==> config.mk <==
export PLATFORM = sky130hd
export DESIGN_NAME = stp_engine
export DESIGN_NICKNAME = d
export VERILOG_FILES = /design/src/rtl/stp_pkg.sv /design/src/rtl/stp_engine.sv
export SDC_FILE = /design/constraint.sdc
export NUM_CORES = 1
export LEC_CHECK = 0
export ABC_AREA = 1
export BUFFER_PORTS_ARGS = -buffer_cell sky130_fd_sc_hd__buf_2
export CAP_MARGIN = 15
export CORE_ASPECT_RATIO = 0.6
export CORE_MARGIN = 2
export CORE_UTILIZATION = 56
export DETAILED_ROUTE_END_ITERATION = 10
export GPL_ROUTABILITY_DRIVEN = 0
export PLACE_DENSITY_LB_ADDON = 0.3
export SYNTH_ARGS = -nofsm -noshare
export SYNTH_HDL_FRONTEND = slang
export SYNTH_SLANG_ARGS = --single-unit
==> constraint.sdc <==
create_clock -name clk -period 3.5 [get_ports clk]
set_input_delay 0.35 -clock clk [delete_from_list [all_inputs] [get_ports clk]]
set_output_delay 0.35 -clock clk [all_outputs]
set_load 0.02 [all_outputs]
==> src/rtl/stp_pkg.sv <==
// ----------------------------------------------------------------------------
// stp_pkg
// Shared types and constants for the scope trigger resampler.
// ----------------------------------------------------------------------------
package stp_pkg;

  // Store geometry and display size
  localparam int BUFFER_DEPTH = 1024;
  localparam int POINTS       = 256;
  localparam int HEIGHT       = 256;

  localparam int ADDR_W     = $clog2(BUFFER_DEPTH);
  localparam int SAMPLE_W   = 16;
  localparam int POINT_W    = 8;
  localparam int ROW_W      = 8;
  localparam int STEP_W     = 32;
  localparam int STEP_FRAC  = 16;
  localparam int ACTION_W   = 2;

  // HEIGHT is a power of two, so scaling by HALF_ROW / 32768 is an
  // arithmetic shift right, which floors as required.
  localparam int HALF_ROW   = HEIGHT / 2;
  localparam int ROW_SHIFT  = (SAMPLE_W - 1) - $clog2(HALF_ROW);
  localparam int ROW_MAX    = (1 << ROW_W) - 1;
  localparam int HALF_CLAMP = (HALF_ROW > ROW_MAX) ? ROW_MAX : HALF_ROW;

  localparam logic [STEP_W-1:0] STEP_RESET = 32'h0001_0000;

  typedef enum logic [ACTION_W-1:0] {
    ACT_LOAD   = 2'd0,
    ACT_SEARCH = 2'd1,
    ACT_POINT  = 2'd2,
    ACT_NONE   = 2'd3
  } action_t;

  localparam logic KIND_SEARCH = 1'b0;
  localparam logic KIND_POINT  = 1'b1;

  typedef struct packed {
    logic              kind;
    logic [ADDR_W-1:0] trig_pos;
    logic              edge_found;
    logic [ROW_W-1:0]  row;
  } stp_result_t;

endpackage

==> src/rtl/stp_engine.sv <==
// ----------------------------------------------------------------------------
// stp_engine
// Sequencer for loads, the trigger search walk and the point lookup, with
// one shift-and-add unit forming the point offset a bit per cycle.
// ----------------------------------------------------------------------------
module stp_engine (
  input  logic                         clk,
  input  logic                         rst_n,
  input  logic                         start,
  input  logic [stp_pkg::ACTION_W-1:0] action,
  input  logic [stp_pkg::SAMPLE_W-1:0] sample,
  input  logic [stp_pkg::POINT_W-1:0]  point_index,
  input  logic [stp_pkg::STEP_W-1:0]   point_step,
  output logic                         idle,
  output logic                         wr_en,
  output logic [stp_pkg::SAMPLE_W-1:0] wr_data,
  output logic                         rd_en,
  output logic [stp_pkg::ADDR_W-1:0]   rd_addr,
  input  logic [stp_pkg::SAMPLE_W-1:0] rd_data,
  output logic                         res_valid,
  input  logic                         res_ready,
  output stp_pkg::stp_result_t         res
);
  import stp_pkg::*;

  localparam int CNT_W = ADDR_W + 1;
  localparam int ACC_W = STEP_FRAC + ADDR_W;
  localparam int BIT_W = $clog2(POINT_W);

  typedef enum logic [2:0] {
    S_IDLE,
    S_SRCH,
    S_MUL,
    S_READ,
    S_ROW,
    S_DONE
  } state_t;

  state_t              state_r, state_nxt;
  logic [CNT_W-1:0]    cnt_r, cnt_nxt;
  logic [SAMPLE_W-1:0] prev_r, prev_nxt;
  logic [ADDR_W-1:0]   trig_idx_r, trig_idx_nxt;
  logic                trig_ok_r, trig_ok_nxt;
  logic [POINT_W-1:0]  k_r, k_nxt;
  logic [BIT_W-1:0]    bit_r, bit_nxt;
  logic [ACC_W-1:0]    acc_r, acc_nxt;
  stp_result_t         res_r, res_nxt;

  logic                cur_pos, prev_neg, crossing;
  logic [ACC_W-1:0]    addend;
  logic [SAMPLE_W-1:0] scaled;
  logic [SAMPLE_W-1:0] row_full;

  assign cur_pos  = !rd_data[SAMPLE_W-1] && (rd_data != '0);
  assign prev_neg = prev_r[SAMPLE_W-1];
  assign crossing = (cnt_r >= CNT_W'(2)) && prev_neg && cur_pos;

  // Multiplier bits are taken from the top down, so the accumulator
  // doubles before each add.
  assign addend = k_r[POINT_W-1 - bit_r] ? point_step[ACC_W-1:0] : '0;
  assign scaled = $signed(rd_data) >>> ROW_SHIFT;
  assign row_full = scaled + SAMPLE_W'(HALF_ROW);

  always_comb begin
    state_nxt    = state_r;
    cnt_nxt      = cnt_r;
    prev_nxt     = prev_r;
    trig_idx_nxt = trig_idx_r;
    trig_ok_nxt  = trig_ok_r;
    k_nxt        = k_r;
    bit_nxt      = bit_r;
    acc_nxt      = acc_r;
    res_nxt      = res_r;
    wr_en        = 1'b0;
    rd_en        = 1'b0;
    rd_addr      = cnt_r[ADDR_W-1:0];

    unique case (state_r)
      S_IDLE: begin
        if (start) begin
          case (action)
            ACT_LOAD: begin
              wr_en = 1'b1;
            end
            ACT_SEARCH: begin
              cnt_nxt   = '0;
              state_nxt = S_SRCH;
            end
            ACT_POINT: begin
              k_nxt          = point_index;
              bit_nxt        = '0;
              acc_nxt        = '0;
              res_nxt.kind       = KIND_POINT;
              res_nxt.trig_pos   = trig_idx_r;
              res_nxt.edge_found = trig_ok_r;
              res_nxt.row        = ROW_W'(HALF_CLAMP);
              if (trig_ok_r && ({1'b0, point_index} < (POINT_W + 1)'(POINTS))) begin
                state_nxt = S_MUL;
              end else begin
                state_nxt = S_DONE;
              end
            end
            default: begin
            end
          endcase
        end
      end

      S_SRCH: begin
        // Read address runs one ahead of the data; prev holds the sample
        // before the one now arriving.
        rd_en    = !cnt_r[ADDR_W];
        prev_nxt = rd_data;
        cnt_nxt  = cnt_r + 1'b1;
        res_nxt.kind = KIND_SEARCH;
        res_nxt.row  = '0;
        if (crossing) begin
          trig_idx_nxt       = ADDR_W'(cnt_r - CNT_W'(2));
          trig_ok_nxt        = 1'b1;
          res_nxt.trig_pos   = ADDR_W'(cnt_r - CNT_W'(2));
          res_nxt.edge_found = 1'b1;
          state_nxt          = S_DONE;
        end else if (cnt_r[ADDR_W]) begin
          trig_idx_nxt       = '0;
          trig_ok_nxt        = 1'b0;
          res_nxt.trig_pos   = '0;
          res_nxt.edge_found = 1'b0;
          state_nxt          = S_DONE;
        end
      end

      S_MUL: begin
        acc_nxt = {acc_r[ACC_W-2:0], 1'b0} + addend;
        bit_nxt = bit_r + 1'b1;
        if (bit_r == BIT_W'(POINT_W - 1)) begin
          state_nxt = S_READ;
        end
      end

      S_READ: begin
        rd_en     = 1'b1;
        rd_addr   = trig_idx_r + acc_r[STEP_FRAC +: ADDR_W];
        state_nxt = S_ROW;
      end

      S_ROW: begin
        res_nxt.row = row_full[ROW_W-1:0];
        state_nxt   = S_DONE;
      end

      S_DONE: begin
        if (res_ready) begin
          state_nxt = S_IDLE;
        end
      end

      default: begin
        state_nxt = S_IDLE;
      end
    endcase
  end

  always_ff @(posedge clk) begin
    if (!rst_n) begin
      state_r    <= S_IDLE;
      trig_idx_r <= '0;
      trig_ok_r  <= 1'b0;
    end else begin
      state_r    <= state_nxt;
      trig_idx_r <= trig_idx_nxt;
      trig_ok_r  <= trig_ok_nxt;
    end
    cnt_r  <= cnt_nxt;
    prev_r <= prev_nxt;
    k_r    <= k_nxt;
    bit_r  <= bit_nxt;
    acc_r  <= acc_nxt;
    res_r  <= res_nxt;
  end

  assign idle      = (state_r == S_IDLE);
  assign wr_data   = sample;
  assign res_valid = (state_r == S_DONE);
  assign res       = res_r;

endmodule

==> Yosys cells after proc, flatten, opt, wreduce, memory -nomap -nowiden <==
Cells that the tools add are included.
W data, S select, Z words.
{ "op_classes": {"add_sub_neg": 7, "n_eq_ne": 15, "order_cmp": 2, "n_mux": 35, "n_reduce_logical": 20} }
{ "ops": {"columns": ["cell", "count"], "rows": [
  ["$mux W26", 3],
  ["$pmux W26 S2", 1],
  ["$mux W11", 4],
  ["$mux W20", 2],
  ["$lt A32 B4 Y1 const B", 1],
  ["$mux W10", 3],
  ["$add A26 B26 Y26", 1],
  ["$mux W3", 8],
  ["$pmux W12 S2", 1],
  ["$pmux W8 S3", 1],
  ["$pmux W11 S2", 1],
  ["$pmux W3 S6", 1],
  ["$reduce_bool A16 Y1", 1],
  ["$reduce_and A3 Y1", 5],
  ["$pmux W3 S2", 2],
  ["$add A11 B1 Y11 const B", 1],
  ["$ge A11 B2 Y1 const B", 1],
  ["$add A10 B10 Y10", 1],
  ["$sub A10 B2 Y10 const B", 1],
  ["$eq A3 B3 Y1 const B", 3],
  ["$add A8 B8 Y8 const B", 1],
  ["$eq A3 B2 Y1 const B", 2],
  ["$mux W1", 6],
  ["$ne A2 B1 Y1 const B", 3],
  ["other kinds (19)", 25]
]} }
{ "word_totals": {"register_bits": 98, "inputBits": 78} }

==> Logic depth before layout (Yosys ltp) <==
{ "depth": {"ltp_word": 6, "depth_mapped": 22, "ltp_nobuf": 21} }

==> Worst setup path after synthesis <==
No wires, ideal clock.
{ "synth_timing": {"kind": "register -> register", "start": "reg state_r[2]", "end": "reg acc_r[0], enable pin", "synth_period_minus_slack_ps": 2707, "arrival_ps": 2282, "stages_incl_launch_ff": 5, "setup_time_ps": 425, "slack_ps": 793, "cell_sequence": "dfxtp_1 > buf_2 > nor3_4 > inv_2 > a21oi_1"} }
{ "synth_between": {"elab_chain_cells": 3, "elab_cells_between_ends": 6, "cone_classes": "3 x eq/ne; 3 x reduce/logical"} }
{ "synth_rtl": {"columns": ["element", "line", "rtl"], "rows": [
  ["start: declaration", "stp_engine.sv:39", "state_t state_r, state_nxt;"],
  ["start signal: assignment", "stp_engine.sv:169", "state_r <= state_nxt;"],
  ["$logic_not A3 Y1 / $eq A3 B2 Y1 (equally long branches)", "stp_engine.sv:78", "unique case (state_r)"],
  ["$ne A2 B1 Y1 (no source line) (tied with other cells)", null, null],
  ["$reduce_and A3 Y1 (no source line) (*)", null, null],
  ["end signal: assignment", "stp_engine.sv:177", "acc_r <= acc_nxt;"],
  ["end: declaration", "stp_engine.sv:46", "logic [ACC_W-1:0] acc_r, acc_nxt;"]
]} }
Every way passes the cells marked *; elsewhere a longest branch is shown, timed or not.
A chain may end at the register's enable or synchronous reset.

==> Worst setup path in the final report <==
{ "layout_timing": {"start": "reg bit_r[0]", "end": "reg acc_r[23], data pin"} }
{ "layout_between": {"elab_chain_cells": 6} }
{ "layout_rtl": {"columns": ["element", "line", "rtl"], "rows": [
  ["start: declaration", "stp_engine.sv:45", "logic [BIT_W-1:0] bit_r, bit_nxt;"],
  ["start signal: assignment", "stp_engine.sv:176", "bit_r <= bit_nxt;"],
  ["$sub A3 B3 Y4", "stp_engine.sv:60", "assign addend = k_r[POINT_W-1 - bit_r] ? point_step[ACC_W-1:0] : '0;"],
  ["$bmux W1 S3", "stp_engine.sv:60", null],
  ["$mux W1 (implied by the code)", "stp_engine.sv:60", null],
  ["$mux W26", "stp_engine.sv:60", null],
  ["$add A26 B26 Y26", "stp_engine.sv:133", "acc_nxt = {acc_r[ACC_W-2:0], 1'b0} + addend;"],
  ["$pmux W26 S2", "stp_engine.sv:78", null]
]} }
Every way passes these cells. The select of a mux whose other input is x is not followed.

==> out/results.tsv <==
stage	metric	value	unit
drt	vias per inst	5.204	
drt	final wirelength	14.87	mm
drt	Via Count	5683	
power	Power Density	915.2	mW/mm^2
drt	post-route ant nets	0	
final_layout	final core occ	65.93	%
hold_path	Hold WC Path Type	primary input to flop	
worst_setup_path	critical path required time	3.61	ns
floorplan	DIE AREA	0.01197	mm^2
synthesis	ys async rst share	0	%
worst_setup_path	R2R depth	20	
synthesis	warnings from Yosys	0	
synthesis	Cell variety after synth	40	
floorplan	# IOs	128	
synthesis	synthesized net count	990	
clock_tree	TritonCTS clock tree	built	
final_layout	layout filler cell count	970	
grt	number of global-route vias before repair	4998	
hold_path	hold path cells	1	
worst_setup_path	RR Endpoint	acc_r[23]$_SDFFCE_PP0P_	
worst_setup_path	CP Class	flop to flop	
synthesis	Seq/Total Area, Yosys	37.90	%
sta	fin crit share	88.86	%
synthesis	Primary FF master, synth	edfxtp_1	
run	max cap viols	0	
power	Max VDD drop	0.0004916	V
sta	minimum clock period	3.110	ns
drt	DR WL/cell	13.61	um
synthesis	top post-synthesis cells by area	edfxtp_1 (33%), nand2_1 (14%), inv_1 (8.7%)	
grt	GRT overflow	0	
sta	Sum Neg Setup Slack	0	ns
final_layout	diode count	0	
grt	largest net degree at the start of global routing	30	
sta	max-slew violations	0	
worst_setup_path	reg2reg setup slack	0.39	ns
floorplan	Die H	85.54	um
floorplan	Starting Density	58.17	%
drt	# DRC	0	
floorplan	row count	29	
worst_setup_path	WP buf/inv	2	
worst_setup_path	Worst path max stage delay	0.49	ns
clock_tree	CTS root buffer	clkbuf_16	
worst_setup_path	Crit path top cell by count	nand2_1	
worst_setup_path	crit start category	flop	
worst_setup_path	critical path peak fanout	10	
final_layout	synthesis-to-finish area growth	13.33	%
clock_tree	H-tree depth	3	
clock_tree	number of gates resized after cts	0	
sta	Setup-failing EPs final	0	
sta	fin worst setup slack	0.3899	ns
clock_tree	clk slew on worst S/H paths	0.07	ns
placement	hpwl dp	11.39	mm
drt	Pre-Repair DR Iteration Count	5	
placement	Setup WS pre-CTS	0.4689	ns
synthesis	share of the synthesized area in the top cell type	33.39	%
synthesis	Post-synth EDFFs	69	
power	Design Power	6.437	mW
clock_tree	# Post-CTS Setup Buffers	0	
worst_setup_path	critical path depth	20	
placement	IO Port Bufs	89	
power	Pleak	3.567	nW
clock_tree	total CTS buffers	9	
sta	RSZ-0062 raised after global routing	no	
hold_path	hold_sp	point_index[1]	
sta	Worst Skew	0.01132	ns
worst_setup_path	CP Capture Type	flop	
synthesis	Synth Register Bits	83	
synthesis	Avg Cell Area, Syn	7.125	um^2
drt	Starting DRT DRC Count	548	
synthesis	mapped cell area	0.006206	mm^2
worst_setup_path	crit-path cells	inv_1, nand2_1, nand3_1, nand2_1, nand2_1, nand2_1, inv_2, nor2_1, ha_1, fa_1, nand2_1, nand2_1, nand3_1, nand2_1, nand2_1, nand2_1, nand2_1, nand3_1, nand2_1, nor2_1	
synthesis	Synth Instances	871	
clock_tree	Hold Buf Count CTS	0	
worst_setup_path	critical path arrival	3.22	ns
clock_tree	CTS max path bufs	2	
hold_path	Hold Path Sink	k_r[1]$_DFFE_PP_	
outcome	status	completed	
grt	first-pass GRT wire length	24.18	mm
sta	Max Clk Rate	321.5	MHz
worst_setup_path	top cell family by delay on the critical path	simple AND/OR/NAND/NOR gates	
grt	total track usage	25.45	%
clock_tree	Clk Latency, worst-skew pair	0.35	ns
sta	Worst Max-Slew Pin Slew	1.065	ns
worst_setup_path	Slowest cell on crit path	edfxtp_1	
grt	initial antenna violation count	0	
floorplan	Die Wd	139.9	um
final_layout	Layout Nets	1067	
synthesis	largest area contributor in the netlist	edfxtp_1	
sta	Rel. slew slack	28.71	%
worst_setup_path	reg2reg start	bit_r[0]$_SDFFCE_PP0P_	
floorplan	Core Area	0.01067	mm^2
final_layout	layout cell share with drive strength beyond 1	14.06	%
clock_tree	clock sink total	83	
sta	Fin. Hold Viols	0	
==> area by class of cell <==
type / count / area (um^2) / area share, %
tap: 139 / 173.9 / 2.473
timing repair buffer: 93 / 488.0 / 6.938
inverter: 152 / 573.1 / 8.148
sequential: 83 / 2352 / 33.45
multi-input combinational: 609 / 3110 / 44.23
clock inverter: 5 / 102.6 / 1.459
clock buffer: 11 / 232.7 / 3.309
==> sequential cells by signal, indices dropped and copies added, names as in the netlist <==
register	flops
cnt_r	11
prev_r	1
state_r	3
res	20
trig_idx_r	10
bit_r	3
acc_r	26
k_r	8
trig_ok_r	1
==> worst max-delay path by stage <==
| stage | from | to | slack, ns |
|---|---|---|---|
| final | bit_r[0]$_SDFFCE_PP0P_ | acc_r[23]$_SDFFCE_PP0P_ | 0.39 |
| after global routing | bit_r[0]$_SDFFCE_PP0P_ | acc_r[21]$_SDFFCE_PP0P_ | 0.04 |
| after CTS | bit_r[0]$_SDFFCE_PP0P_ | acc_r[21]$_SDFFCE_PP0P_ | 0.43 |
| after detailed placement | bit_r[0]$_SDFFCE_PP0P_ | acc_r[21]$_SDFFCE_PP0P_ | 0.47 |
| after global placement | bit_r[0]$_SDFFCE_PP0P_ | acc_r[21]$_SDFFCE_PP0P_ | 0.50 |
| after floorplan | state_r[2]$_SDFFE_PN0P_ | acc_r[0]$_SDFFCE_PN0P_ | 0.79 |
==> through the flow <==
step           cell area (um^2)  hold slack [ns]  std cells
3_3_place_gp               6698           0.4928       1076
2_1_floorplan              6206           0.4489        871
3_5_place_dp               6698           0.4978       1076
4_1_cts                    7033           0.1683       1092
5_1_grt                    7033           0.1627       1092
6_report                   7033           0.1758       1092
==> cell usage in the layout, fill, tap and decap left out, types with 3 or more instances in the layout <==
| master | count |
|---|---|
| nor2_1 | 119 |
| xor2_1 | 8 |
| o21a_1 | 3 |
| nand4_1 | 8 |
| edfxtp_1 | 69 |
| inv_1 | 144 |
| nand2_1 | 236 |
| o21bai_1 | 4 |
| clkbuf_16 | 9 |
| a21oi_1 | 55 |
| nand3_2 | 4 |
| nor2_2 | 3 |
| nand3_1 | 57 |
| nor3_1 | 10 |
| ha_1 | 39 |
| inv_2 | 7 |
| xnor2_1 | 4 |
| bufinv_16 | 3 |
| or2_2 | 3 |
| buf_2 | 89 |
| buf_4 | 3 |
| dfxtp_1 | 14 |
| o21ai_0 | 30 |
==> cells by family after synthesis <==
logic type | Yosys count | synth area share, %
simple gates | 456 | 31.35
buf+inv | 179 | 12.04
compound gates | 100 | 8.508
flops | 83 | 37.90
fa+ha+maj | 41 | 8.508
xor+xnor | 12 | 1.694
==> routing by layer <==
layer | up-vias | part of all wire, % | track usage (%)
met2 | 219 | 38 | 34.50
met3 | 21 | 9.5 | 6.588
met4 | 0 | 1.1 | 5.000
met1 | 2516 | 52 | 40.63
li1 | 2927 | - | -
met5 | - | 0 | 0
==> power by group <==
group          total (mW)  switching [mW]  internal [mW]
Sequential           1.78           0.208           1.58
Clock                1.09           0.397          0.697
Combinational        3.56            2.47           1.09
Total                6.44            3.07           3.36
==> synthesized netlist by cell type, types with 2 or more instances <==
cell	n
nand2_1	236
inv_1	144
nor2_1	119
edfxtp_1	69
nand3_1	57
a21oi_1	56
ha_1	39
o21ai_0	30
buf_4	17
dfxtp_1	14
nor3_1	10
nand4_1	8
xor2_1	8
buf_2	7
inv_2	7
nand3_2	4
o21bai_1	4
xnor2_1	4
nor2_2	3
o21a_1	3
or2_2	3
a31oi_1	2
and2_1	2
clkbuf_1	2
fa_1	2
nand2_4	2
nor2_4	2
nor3_2	2
nor3_4	2
nor4_1	2
o22ai_1	2
Power figures use the tool's default switching activity.
